**src/sv/chd_pkg.sv**
```systemverilog
// shared types, constants and byte classifiers for the chunked body decoder
`default_nettype none
package chd_pkg;

  localparam int unsigned SIZE_BITS_DEFAULT = 32;

  localparam logic [7:0] CHAR_CR = 8'h0D;
  localparam logic [7:0] CHAR_LF = 8'h0A;
  localparam logic [7:0] CHAR_SP = 8'h20;
  localparam logic [7:0] CHAR_HT = 8'h09;

  localparam int unsigned TRAILER_BYTES = 2;

  typedef enum logic [1:0] {
    KIND_DATA  = 2'd0,
    KIND_END   = 2'd1,
    KIND_ERROR = 2'd2
  } kind_t;

  typedef struct packed {
    logic       valid;
    logic [7:0] data;
    kind_t      kind;
  } result_t;

  typedef struct packed {
    logic       ok;
    logic [3:0] val;
  } hex_t;

  function automatic hex_t hex_decode(input logic [7:0] b);
    hex_t h;
    h.ok  = 1'b1;
    h.val = 4'd0;
    if (b inside {[8'h30:8'h39]}) begin
      h.val = 4'(b - 8'h30);
    end else if (b inside {[8'h41:8'h46]}) begin
      h.val = 4'(b - 8'h41 + 8'd10);
    end else if (b inside {[8'h61:8'h66]}) begin
      h.val = 4'(b - 8'h61 + 8'd10);
    end else begin
      h.ok = 1'b0;
    end
    return h;
  endfunction

  function automatic logic is_space(input logic [7:0] b);
    return b inside {CHAR_SP, [CHAR_HT:CHAR_CR]};
  endfunction

endpackage
`default_nettype wire

```
**src/sv/chd_parser.sv**
```systemverilog
// chunk framing state and the per-byte step logic
`default_nettype none
module chd_parser
  import chd_pkg::*;
#(
  parameter int unsigned SIZE_BITS = SIZE_BITS_DEFAULT
) (
  input  wire logic       clk,
  input  wire logic       rst,
  input  wire logic       fire,
  input  wire logic [7:0] item_byte,
  input  wire logic       item_start,
  output result_t         result
);

  typedef enum logic [2:0] {
    PH_LEAD    = 3'd0,
    PH_DIGITS  = 3'd1,
    PH_EXT     = 3'd2,
    PH_EXT_CR  = 3'd3,
    PH_DATA    = 3'd4,
    PH_TRAILER = 3'd5,
    PH_DONE    = 3'd6
  } phase_t;

  phase_t                 phase, phase_next, phase_cur;
  logic [SIZE_BITS-1:0]   remaining, remaining_next, remaining_cur;
  logic [1:0]             trailer_left, trailer_left_next, trailer_left_cur, trailer_dec;
  hex_t                   hex;

  always_comb begin
    // a body start clears the parser before this byte is looked at
    phase_cur        = item_start ? PH_LEAD : phase;
    remaining_cur    = item_start ? '0 : remaining;
    trailer_left_cur = item_start ? 2'd0 : trailer_left;

    hex               = hex_decode(item_byte);
    trailer_dec       = trailer_left_cur - 2'd1;
    phase_next        = phase_cur;
    remaining_next    = remaining_cur;
    trailer_left_next = trailer_left_cur;
    result.valid      = 1'b0;
    result.data       = 8'd0;
    result.kind       = KIND_DATA;

    case (phase_cur)
      PH_LEAD: begin
        if (!is_space(item_byte)) begin
          if (!hex.ok) begin
            phase_next   = PH_DONE;
            result.valid = 1'b1;
            result.kind  = KIND_END;
          end else begin
            remaining_next = {{(SIZE_BITS-4){1'b0}}, hex.val};
            phase_next     = PH_DIGITS;
          end
        end
      end
      PH_DIGITS: begin
        if (hex.ok) begin
          if (remaining_cur[SIZE_BITS-1 -: 4] != 4'd0) begin
            phase_next   = PH_DONE;
            result.valid = 1'b1;
            result.kind  = KIND_ERROR;
          end else begin
            remaining_next = {remaining_cur[SIZE_BITS-5:0], hex.val};
          end
        end else if (remaining_cur == '0) begin
          phase_next   = PH_DONE;
          result.valid = 1'b1;
          result.kind  = KIND_END;
        end else begin
          phase_next = (item_byte == CHAR_CR) ? PH_EXT_CR : PH_EXT;
        end
      end
      PH_EXT: begin
        if (item_byte == CHAR_CR) begin
          phase_next = PH_EXT_CR;
        end
      end
      PH_EXT_CR: begin
        if (item_byte == CHAR_LF) begin
          phase_next = PH_DATA;
        end else if (item_byte != CHAR_CR) begin
          phase_next = PH_EXT;
        end
      end
      PH_DATA: begin
        remaining_next = remaining_cur - SIZE_BITS'(1);
        if (remaining_cur == SIZE_BITS'(1)) begin
          phase_next        = PH_TRAILER;
          trailer_left_next = 2'(TRAILER_BYTES);
        end
        result.valid = 1'b1;
        result.data  = item_byte;
        result.kind  = KIND_DATA;
      end
      PH_TRAILER: begin
        trailer_left_next = trailer_dec;
        if (trailer_dec == 2'd0) begin
          phase_next = PH_LEAD;
        end
      end
      default: begin
        // done: drop everything until the next body start
      end
    endcase

    if (!fire) begin
      result.valid = 1'b0;
    end
  end

  always_ff @(posedge clk) begin
    if (rst) begin
      phase        <= PH_LEAD;
      remaining    <= '0;
      trailer_left <= 2'd0;
    end else if (fire) begin
      phase        <= phase_next;
      remaining    <= remaining_next;
      trailer_left <= trailer_left_next;
    end
  end

endmodule
`default_nettype wire

```
**src/sv/chd_out_reg.sv**
```systemverilog
// result register on the output channel
`default_nettype none
module chd_out_reg
  import chd_pkg::*;
(
  input  wire logic       clk,
  input  wire logic       rst,
  input  wire result_t    result,
  input  wire logic       out_stall,
  output logic            room,
  output logic            out_valid,
  output logic [7:0]      payload_byte,
  output logic [1:0]      kind
);

  assign room = !out_valid || !out_stall;

  always_ff @(posedge clk) begin
    if (rst) begin
      out_valid <= 1'b0;
    end else if (result.valid) begin
      out_valid <= 1'b1;
    end else if (!out_stall) begin
      out_valid <= 1'b0;
    end
  end

  always_ff @(posedge clk) begin
    if (result.valid) begin
      payload_byte <= result.data;
      kind         <= result.kind;
    end
  end

endmodule
`default_nettype wire

```
**src/sv/http_chunked_body_decoder_unit.sv**
```systemverilog
// top level of the chunked transfer body decoder
// a byte passes from the input register through the parser into the result register
// throughput: one byte per cycle, unless out_stall holds both single-entry registers
// a byte that makes no result leaves the input register without touching the output side
// reset (rst, synchronous, active high) empties both registers and puts the parser
// back at the start of a size field
`default_nettype none
module http_chunked_body_decoder_unit
  import chd_pkg::*;
#(
  parameter int unsigned SIZE_BITS = SIZE_BITS_DEFAULT
) (
  input  wire logic       clk,
  input  wire logic       rst,
  // input channel
  input  wire logic       in_valid,
  output logic            in_stall,
  input  wire logic [7:0] body_byte,
  input  wire logic       body_start,
  // output channel
  output logic            out_valid,
  input  wire logic       out_stall,
  output logic [7:0]      payload_byte,
  output logic [1:0]      kind
);

  // input register
  logic       s1_valid;
  logic [7:0] s1_byte;
  logic       s1_start;

  logic       room;
  logic       fire;
  logic       in_accept;
  result_t    result;

  // the held byte is worked on once the result register can take a transfer
  assign fire      = s1_valid && room;
  assign in_stall  = s1_valid && !fire;
  assign in_accept = in_valid && !in_stall;

  always_ff @(posedge clk) begin
    if (rst) begin
      s1_valid <= 1'b0;
    end else if (in_accept) begin
      s1_valid <= 1'b1;
    end else if (fire) begin
      s1_valid <= 1'b0;
    end
  end

  // payload of the input register, loaded on each accepted transfer
  always_ff @(posedge clk) begin
    if (in_accept) begin
      s1_byte  <= body_byte;
      s1_start <= body_start;
    end
  end

  // framing state and the per-byte decision
  chd_parser #(
    .SIZE_BITS (SIZE_BITS)
  ) u_parser (
    .clk        (clk),
    .rst        (rst),
    .fire       (fire),
    .item_byte  (s1_byte),
    .item_start (s1_start),
    .result     (result)
  );

  // result register, also tells the parser when there is room
  chd_out_reg u_out_reg (
    .clk          (clk),
    .rst          (rst),
    .result       (result),
    .out_stall    (out_stall),
    .room         (room),
    .out_valid    (out_valid),
    .payload_byte (payload_byte),
    .kind         (kind)
  );

endmodule
`default_nettype wire
```
**config.mk**
```make
export PLATFORM = sky130hd
export DESIGN_NAME = http_chunked_body_decoder_unit
export DESIGN_NICKNAME = d
export VERILOG_FILES = /design/src/sv/chd_pkg.sv /design/src/sv/chd_parser.sv /design/src/sv/chd_out_reg.sv /design/src/sv/http_chunked_body_decoder_unit.sv
export SDC_FILE = /design/constraint.sdc
export NUM_CORES = 1
export LEC_CHECK = 0
export BUFFER_PORTS_ARGS = -buffer_cell sky130_fd_sc_hd__buf_2
export CAP_MARGIN = 20
export CORE_MARGIN = 5
export CORE_UTILIZATION = 40
export CTS_CLUSTER_SIZE = 12
export DETAILED_ROUTE_END_ITERATION = 10
export PLACE_DENSITY = 0.64
export REMOVE_ABC_BUFFERS = 1
export SLEW_MARGIN = 25
export SYNTH_ARGS = -nofsm -noshare
export SYNTH_HDL_FRONTEND = slang
export SYNTH_SLANG_ARGS = --single-unit
```
**constraint.sdc**
```tcl
create_clock -name clk -period 7.7 [get_ports clk]
set_clock_uncertainty 0.2 [all_clocks]
set_input_delay 1.925 -clock clk [delete_from_list [all_inputs] [get_ports clk]]
set_output_delay 1.925 -clock clk [all_outputs]
set_load 0.1 [all_outputs]
```
==> metrics.txt <==
# TYPE chip_impl_metric gauge
chip_impl_info{name="outcome",value="finished clean"} 1
chip_impl_metric{name="net_count_of_the_finished_layout",unit=""} 535
chip_impl_info{name="critical_path_class",value="primary input to primary output"} 1
chip_impl_metric{name="layout.core_utilization",unit=""} 0.443
chip_impl_metric{name="final.period_utilization",unit=""} 0.624
chip_impl_metric{name="dr.first_iter.drc_count",unit=""} 522
chip_impl_metric{name="synth_async_sr_flop_share",unit=""} 0
chip_impl_info{name="cts.root.buffer_cell",value="clkbuf_8"} 1
chip_impl_info{name="grt_setup_unrepaired",value="false"} 1
chip_impl_info{name="crit_path_top_delay_cell",value="buf_2"} 1
chip_impl_metric{name="layout.filler_cells",unit=""} 1025
chip_impl_metric{name="report.final.hold_viol_count",unit=""} 0
chip_impl_metric{name="total_cts_buffers",unit=""} 9
chip_impl_metric{name="count_of_placed_standard_cells_in_the_final_layout_fillers_left_out",unit=""} 654
chip_impl_metric{name="globalRouteMet3Util",unit=""} 0.0455
chip_impl_metric{name="maximum_number_of_pins_on_one_net_before_global_route_repair",unit=""} 47
chip_impl_metric{name="synth_instances",unit=""} 511
chip_impl_metric{name="max_clock_freq",unit="GHz"} 0.208
chip_impl_info{name="synth-main-ff-cell",value="dfxtp_1"} 1
chip_impl_metric{name="sw_frac_of_total",unit=""} 0.323
chip_impl_metric{name="core_region_area",unit="sq um"} 10300
chip_impl_metric{name="clock_insertion_delay_worst_skew",unit="ns"} 0.36
chip_impl_info{name="r2r_start",value="s1_start"} 1
chip_impl_metric{name="use_met2",unit=""} 0.331
chip_impl_metric{name="clock_power_share",unit=""} 0.386
chip_impl_metric{name="clkTransAtPathRegs",unit="ns"} 0.07
chip_impl_metric{name="ant_nets",unit=""} 0
chip_impl_info{name="r2r-end",value="u_out_reg.payload_byte[3]"} 1
chip_impl_metric{name="viasPerCell",unit=""} 6.62
chip_impl_info{name="min-delay-path-class",value="flop to flop"} 1
chip_impl_metric{name="layout.area.seq",unit="sq um"} 1350
chip_impl_info{name="cts_tree",value="yes"} 1
chip_impl_metric{name="grtUsageMet1",unit=""} 0.290
chip_impl_metric{name="die_x",unit="microns"} 113
chip_impl_info{name="timing.critical_path.cells",value="buf_2 > and3_1 > buf_2"} 1
chip_impl_metric{name="io_pins",unit=""} 25
chip_impl_metric{name="htree_num_levels",unit=""} 3
chip_impl_info{name="highest_utilization_routing_layer_at_the_global_route_stage",value="met2"} 1
chip_impl_metric{name="yosys_warnings",unit=""} 0
chip_impl_metric{name="syn_area_per_cell",unit="sq um"} 8.28
chip_impl_metric{name="clock_tree.buffer_depth",unit=""} 2
chip_impl_info{name="hold_path_startpoint",value="u_parser.trailer_left[1]"} 1
chip_impl_metric{name="post_cts.repair.setup_buffers",unit=""} 0
chip_impl_metric{name="cell_internal_pwr",unit="mW"} 0.601
chip_impl_metric{name="grt_pass1_wl",unit="mm"} 22.2
chip_impl_metric{name="seq_power_share",unit=""} 0.390
chip_impl_metric{name="gp_routability_congestion",unit=""} 0.892
chip_impl_metric{name="vdd.ir_drop.worst",unit="V"} 0.0000725
chip_impl_metric{name="die_y",unit="microns"} 113
chip_impl_metric{name="crit_path_max_incr_delay",unit="ns"} 0.44
chip_impl_metric{name="cts.sinks",unit=""} 58
chip_impl_info{name="startpoint",value="out_stall"} 1
chip_impl_metric{name="synthesis.area",unit="sq um"} 4230
chip_impl_metric{name="worstRegToRegCells",unit=""} 6
chip_impl_metric{name="count_of_buffers_inserted_at_the_top_level_ports",unit=""} 24
chip_impl_info{name="layout.cells.most_common_list",value="nor2_1, nand2_1, dfxtp_1"} 1
chip_impl_metric{name="seq_area_frac_synth",unit=""} 0.319
chip_impl_metric{name="setup_total_negative_slack",unit="ns"} 0
chip_impl_metric{name="tightest_slew_margin_relative_to_the_limit",unit=""} 0.255
chip_impl_metric{name="die_area",unit="sq um"} 12700
chip_impl_metric{name="critPathMaxFanout",unit=""} 4
chip_impl_metric{name="slew_viol_final",unit=""} 0
chip_impl_metric{name="power.share.combinational",unit=""} 0.224
chip_impl_metric{name="final_period_minus_worst_setup_slack",unit="ns"} 4.80
chip_impl_info{name="family_with_the_most_delay_on_the_worst_path",value="buffers and inverters"} 1
chip_impl_metric{name="leakagePower",unit="nW"} 1.63
chip_impl_metric{name="overflow",unit=""} 0
chip_impl_metric{name="grtUsageTotal",unit=""} 0.215
chip_impl_metric{name="maxCapViolations",unit=""} 0
chip_impl_metric{name="insertedDiodeCount",unit=""} 0
chip_impl_metric{name="area_growth_syn_to_layout",unit="%"} 8.13
chip_impl_metric{name="drc_errors",unit=""} 0
chip_impl_metric{name="fin_worst_hold_slack",unit="ns"} 0.282
chip_impl_metric{name="reg2reg_setup_slack",unit="ns"} 3.66
chip_impl_info{name="critical_path.endpoint_type",value="primary output"} 1
chip_impl_metric{name="synth.ff_latch_count",unit=""} 58
chip_impl_metric{name="num_vias",unit=""} 4330
chip_impl_metric{name="hold_buffers",unit=""} 0
chip_impl_metric{name="critPathRequiredTime",unit="ns"} 5.58
chip_impl_metric{name="edff_count_synth",unit=""} 19
chip_impl_metric{name="initial_core_util",unit=""} 0.410
chip_impl_metric{name="placement_rows",unit=""} 37
chip_impl_metric{name="power.density",unit="nW/um^2"} 194
chip_impl_metric{name="routed_wl_per_cell",unit="microns"} 20.6
chip_impl_metric{name="number_of_antenna_violations_at_the_first_check_in_global_routing",unit=""} 0
chip_impl_metric{name="setup_viol",unit=""} 0
chip_impl_info{name="worstSetupStartpointType",value="primary input"} 1
chip_impl_metric{name="drive_gt1_frac",unit=""} 0.133
chip_impl_info{name="final_common_cell",value="nor2_1"} 1
chip_impl_metric{name="area_of_the_multi_input_gates",unit="sq um"} 2630
chip_impl_metric{name="finalPower",unit="mW"} 0.888
chip_impl_metric{name="transition_time_of_the_tightest_slew_check_pin",unit="ns"} 1.11
chip_impl_metric{name="cts-resized-gates",unit=""} 0
chip_impl_metric{name="crit_arrival",unit="ns"} 2.68
chip_impl_metric{name="critical_path_cell_count",unit=""} 3
chip_impl_metric{name="placed_cells",unit=""} 638
chip_impl_metric{name="net-switching-power",unit="mW"} 0.287
chip_impl_metric{name="drt-pass1-iter-count",unit=""} 7
chip_impl_metric{name="drt_wl_total",unit="mm"} 13.5
chip_impl_metric{name="first_global_vias",unit=""} 4231
chip_impl_metric{name="post_synth_num_cell_types",unit=""} 84
chip_impl_metric{name="detailedPlacementHpwl",unit="mm"} 9.00
chip_impl_info{name="critical-path-top-cell-by-count",value="buf_2"} 1
chip_impl_info{name="worst_setup_ep",value="in_stall"} 1
chip_impl_metric{name="critPathBufInv",unit=""} 2
-- how the worst min path moves through the flow --
| stage | to | slack, ns | depth (start not counted) |
|---|---|---|---|
| 4_1_cts | u_parser.trailer_left[1] | 0.28 | 2 |
| 6_report | u_parser.trailer_left[1] | 0.28 | 2 |
| 3_5_place_dp | u_parser.trailer_left[1] | 0.27 | 2 |
| 3_3_place_gp | u_parser.trailer_left[1] | 0.25 | 2 |
| 5_1_grt | u_parser.trailer_left[1] | 0.32 | 2 |
| 2_1_floorplan | u_parser.trailer_left[1] | 0.24 | 2 |
-- layout make-up --
cell class	count	area share
inverters	8	0.00656
well taps	136	0.0372
repair buffers	30	0.0361
multi-input cells	406	0.574
flip-flops and latches	58	0.295
clock buffers	9	0.0271
clock inverters	7	0.0235
-- flip-flops by register name (all words and copies together) (netlist names) --
register	cells
u_out_reg.kind	2
u_parser.remaining	32
u_out_reg.payload_byte	8
s1_valid	1
s1_byte	8
u_out_reg.out_valid	1
u_parser.trailer_left	2
s1_start	1
u_parser.phase	3
-- worst register-to-register path, delay by kind of cell, from the launching register on --
kind / cells / cell delay [ns]
compound gates: 1 / 0.41
simple gates: 3 / 1.48
buf+inv: 2 / 1.26
flops: 1 / 0.33
-- routing by layer --
layer,vias to the layer above,part of all wire
met4,0,0.036
met2,269,0.45
met1,2043,0.40
li1,1967,-
met3,51,0.11
met5,-,0
-- per-stage QoR --
step                      instance area (sq um)  setup WS (ns)
after floorplan                            3990           2.84
after global placement                     4340           2.90
after detailed placement                   4340           2.90
after CTS                                  4570           2.90
after global routing                       4570           2.87
final                                      4570           2.90
-- kinds of logic after synthesis --
| group | after synthesis | share of synthesized area |
|---|---|---|
| and+or+nand+nor | 196 | 0.247 |
| AOI/OAI and AO/OA | 184 | 0.304 |
| DFF | 58 | 0.319 |
| buffers and inverters | 47 | 0.0645 |
| xor gates and xnor gates | 10 | 0.0207 |
| adders and majority gates | 9 | 0.0266 |
| muxes | 7 | 0.0180 |
-- synthesized netlist by cell type, drive strengths merged, types with 9 or more instances --
cell / n / area share
nor4: 10 / 0.023
dfxtp: 39 / 0.18
nand2: 45 / 0.041
a21oi: 31 / 0.038
nand3: 16 / 0.019
and2: 9 / 0.013
nor2: 48 / 0.043
edfxtp: 19 / 0.13
nor3: 24 / 0.033
o211ai: 12 / 0.021
clkbuf: 26 / 0.031
ha: 9 / 0.027
a31oi: 16 / 0.024
buf: 13 / 0.027
o21ai: 40 / 0.047
-- power groups by stage --
stage	clock, mW	combinational (mW)	sequential, mW
2_1_floorplan	0	0.115	0.375
3_3_place_gp	0	0.191	0.352
3_5_place_dp	0	0.193	0.353
4_1_cts	0.347	0.194	0.346
5_1_grt	0.364	0.214	0.348
6_report	0.343	0.199	0.347
(Power assumes the default switching activity.)
